--- src/design/tbce_ram.sv ---
// ============================================================================
// tbce_ram: generic single-write, single-read memory
// One write port and one read port with registered read data.
// ============================================================================
module tbce_ram #(
    parameter int WIDTH = 8,
    parameter int DEPTH = 256
) (
    input  logic                                     clk,
    input  logic                                     we,
    input  logic [((DEPTH > 1) ? $clog2(DEPTH) : 1)-1:0] waddr,
    input  logic [WIDTH-1:0]                         wdata,
    input  logic [((DEPTH > 1) ? $clog2(DEPTH) : 1)-1:0] raddr,
    output logic [WIDTH-1:0]                         rdata
);

    logic [WIDTH-1:0] mem [DEPTH];

    always_ff @(posedge clk)
    begin
        if (we)
        begin
            mem[waddr] <= wdata;
        end
        rdata <= mem[raddr];
    end

endmodule

--- config.mk ---
export PLATFORM = sky130hd
export DESIGN_NAME = tbce_ram
export DESIGN_NICKNAME = d
export VERILOG_FILES = /design/src/design/tbce_ram.sv
export SDC_FILE = /design/constraint.sdc
export NUM_CORES = 2
export LEC_CHECK = 0
export BUFFER_PORTS_ARGS = -buffer_cell sky130_fd_sc_hd__buf_2
export CAP_MARGIN = 20
export CORE_UTILIZATION = 50
export DETAILED_ROUTE_END_ITERATION = 7
export PLACE_DENSITY = 0.65
export SLEW_MARGIN = 20
export SYNTH_ARGS = -nofsm -noshare
export SYNTH_HDL_FRONTEND = slang
export SYNTH_SLANG_ARGS = --single-unit
--- constraint.sdc ---
create_clock -name clk -period 2.55 [get_ports clk]
set_input_delay 0.1275 -clock clk [delete_from_list [all_inputs] [get_ports clk]]
set_output_delay 0.1275 -clock clk [all_outputs]
set_load 0.02 [all_outputs]
==> flow_metrics.py <==
metrics = {
    "power_and_ir_drop": {
        "clock_power_share_pct": 41.0,
        "internal_power_mw": 54.73,
        "sw_frac_of_total_pct": 21.55,
        "pwr-share-comb_pct": 5.5,
        "p_per_area_mw_per_mm2": 748.3,
        "p_sw_mw": 15.03,
        "seqPwrFrac_pct": 53.5,
        "power_mw": 69.77,
        "power.leakage_nw": 30.15,
        "vdd_drop_max_v": 0.0006865,
    },
    "critical_path": {
        "crit_type": "flop to flop",
        "critPathArrivalTime_ns": 3.20,
        "crit_path_end_kind": "flop",
        "cp_max_fo": 1,
        "slowest_delay_ns": 0.56,
        "critPathSlowestCell": "nor4_1",
        "required_ns": 3.25,
        "critical_path.cell_chain": "mux4_2 -> mux4_2 -> nor2b_1 -> nor4_1 -> buf_4 -> nor4_1",
        "setup.worst_path.start_class": "flop",
    },
    "synthesis": {
        "ys_ff_latch": 2056,
        "synthCells": 3733,
        "synth_edf_count": 2048,
        "yosys.area.top_type": "edfxtp_1",
        "yosysSeqAreaShare_pct": 77.50,
        "avgSynthCellArea_sq_um": 21.31,
        "yosys_warnings": 0,
        "synth_ff_type": "edfxtp_1",
        "yosysTopAreaCellShare_pct": 77.30,
        "async_flop_share_pct": 0,
        "syn_area_sq_mm": 0.07956,
        "synthDistinctLibCells": 55,
        "synth_fp_nets": 3759,
        "synth_area_leaders": "edfxtp_1, mux4_2, mux2i_1, nor2_1, a22oi_1",
    },
    "routing": {
        "routed_wl_um": 197300,
        "ant_nets": 0,
        "via_per_inst": 6.141,
        "drt_iter0_drc": 5301,
        "drtPass1Iterations": 5,
        "drt-wirelength-per-cell_um": 29.80,
        "drc": 0,
        "vias": 40660,
    },
    "cells_and_area": {
        "multi_input_area_sq_mm": 0.01652,
        "mostFrequentLayoutCells": "edfxtp_1, buf_4, mux4_2, nor2_1, clkbuf_16",
        "fin_area_sq_mm": 0.09323,
        "final_common_cell": "edfxtp_1",
        "stdcell_count": 6620,
        "syn2layout_area_growth_pct": 17.19,
        "nFillCells": 11300,
        "fin_nets": 4404,
        "regArea_sq_mm": 0.06166,
        "layout-drive-gt1-share_pct": 31.27,
    },
    "clock_network": {
        "cts_sinks": 2056,
        "clkTransAtPathRegs_ns": 0.06,
        "cts_root_buf": "clkbuf_16",
        "h-tree-depth": 4,
        "cts_tree": "done",
        "post_cts_buffers": 0,
        "cts_made_buffers": 203,
        "cts_buffer_depth": 3,
        "clk_latency_ns": 0.81,
    },
    "floorplanning": {
        "initial_core_util_pct": 50.29,
        "rows": 146,
        "die_w_um": 400.9,
        "die-area_sq_mm": 0.1607,
        "io_pins": 34,
        "core_sq_mm": 0.1582,
        "die_h_um": 400.9,
    },
    "global_routing": {
        "antenna_found_initial": 8,
        "globalRoute.totalOverflow": 0,
        "grt_pass1_wl_um": 285600,
        "track_usage_pct": 24.73,
        "grt_pass1_vias": 40740,
        "grt_max_degree": 104,
    },
    "sta": {
        "min_period_ns": 2.498,
        "tns_ns": 0,
        "max_freq_mhz": 400.3,
        "relSlewSlack_pct": 46.43,
        "worst_pin_slew_ns": 0.8036,
        "setup_viol": 0,
        "finalHoldViolCount": 0,
        "skew_ns": 0.03270,
        "finalCritPeriodShare_pct": 97.98,
        "worst_slack_ns": 0.05159,
        "finalMaxSlewViolations": 0,
        "rsz0062_at_grt": "false",
    },
    "run_status": {
        "status": "completed",
    },
    "place": {
        "dp_slack_ns": -0.7613,
        "hpwl_um": 127600,
        "placed_area_sq_mm": 0.08667,
        "post-place-cells": 6231,
        "io_buffers": 33,
        "place.gp.congestion": 0.8649,
    },
    "job": {
        "cap_violations": 0,
    },
    "hold_path": {
        "hold_path_class": "input port to flop",
    },
}
## synth_stat cells (2+ instances only)
cell type	number
o21ai_1	2
nor4_1	24
buf_12	8
nor4_2	3
edfxtp_1	2048
buf_6	21
o221ai_1	46
a311oi_1	2
buf_4	27
nand2b_1	8
o21ai_0	10
nand4_1	10
mux4_2	454
and2_1	6
a2111oi_0	2
nand3b_1	2
buf_8	13
clkbuf_1	111
o211ai_1	10
a2111oi_1	2
nand2_1	33
buf_2	31
nand3_1	34
a221oi_1	13
a22oi_1	133
a22o_1	8
nor3_1	22
nor2b_1	31
a31oi_1	2
and3b_1	2
dfxtp_1	8
a21oi_1	96
o32ai_1	4
buf_1	22
a211oi_1	16
o22ai_1	28
or2_2	4
nor2_1	282
o22a_1	5
mux4_1	2
mux2i_1	134
## worst max-delay path: cells and delay by family, from the launching register on
family | cells | cell delay (ns)
multiplexers | 2 | 0.96
AND/OR/NAND/NOR | 3 | 0.79
flip-flops | 1 | 0.37
buffers and inverters | 1 | 0.24
## power groups by stage
stage	clock network, mW	logic (mW)	registers [mW]
after floorplan	0	1.81	38.0
after global placement	0	3.77	38.0
after detailed placement	0	3.82	38.0
after CTS	29.0	3.85	37.3
after global routing	30.3	4.03	37.3
final	28.6	3.83	37.3
## sequential cells by signal, summed over array words and instances (netlist names)
signal and cells:
mem 2048, rdata 8
## worst paths after layout
check,endpoint,cells past startpoint,slack (ns),from
setup / recovery,rdata[1],6,0.05,mem[66][1]
setup reg to reg,rdata[1],6,0.05,mem[66][1]
hold / removal,mem[209][5],4,0.14,waddr[6]
hold reg to reg,rdata[5],7,1.10,mem[32][5]
## through the flow
step | util [%] | hold slack, ns
5_1_grt | 58.93 | 0.1091
3_5_place_dp | 54.79 | 0.5737
3_3_place_gp | 54.79 | 0.5692
6_report | 58.94 | 0.1350
4_1_cts | 58.93 | 0.03738
2_1_floorplan | - | 0.2264
## cell type report
cell class	instances	share of cell area [%]
Antenna cell	1	0.002684
Clock buffer	242	5.628
Clock inverter	132	1.221
Inverter	2	0.008052
Multi-Input combinational cell	1442	17.72
Sequential cell	2056	66.13
Tap cell	2072	2.781
Timing Repair Buffer	673	6.507
## kinds of logic (layout without fill, tap and decap cells)
kind of cell           after synthesis  after routing  share of synthesized area [%]
DFF                               2056           2056                          77.50
other                                0              1                              0
and+or+nand+nor                    466            466                          2.628
buffers and inverters              235           1049                          1.831
AOI/OAI and AO/OA                  385            385                          3.419
muxes                              591            591                          14.62
## what timing repair did
item	CTS	global route
endpoints found under the setup margin	3	1
pin swaps	0	0
resized for setup	4	1
hold buffers	14	0
hold endpoints to repair	672	0
## metal layers
| metal | vias to the layer above | wire [um] | share of wire (%) | track usage (%) |
|---|---|---|---|---|
| li1 | 17000 | - | - | - |
| met1 | 21460 | 80450 | 41 | 36.40 |
| met2 | 1892 | 94610 | 48 | 38.69 |
| met3 | 289 | 17440 | 8.8 | 4.227 |
| met4 | 12 | 4733 | 2.4 | 6.534 |
| met5 | - | 73 | 0.037 | 0 |
Note: power is estimated with default switching activity, not from simulation.
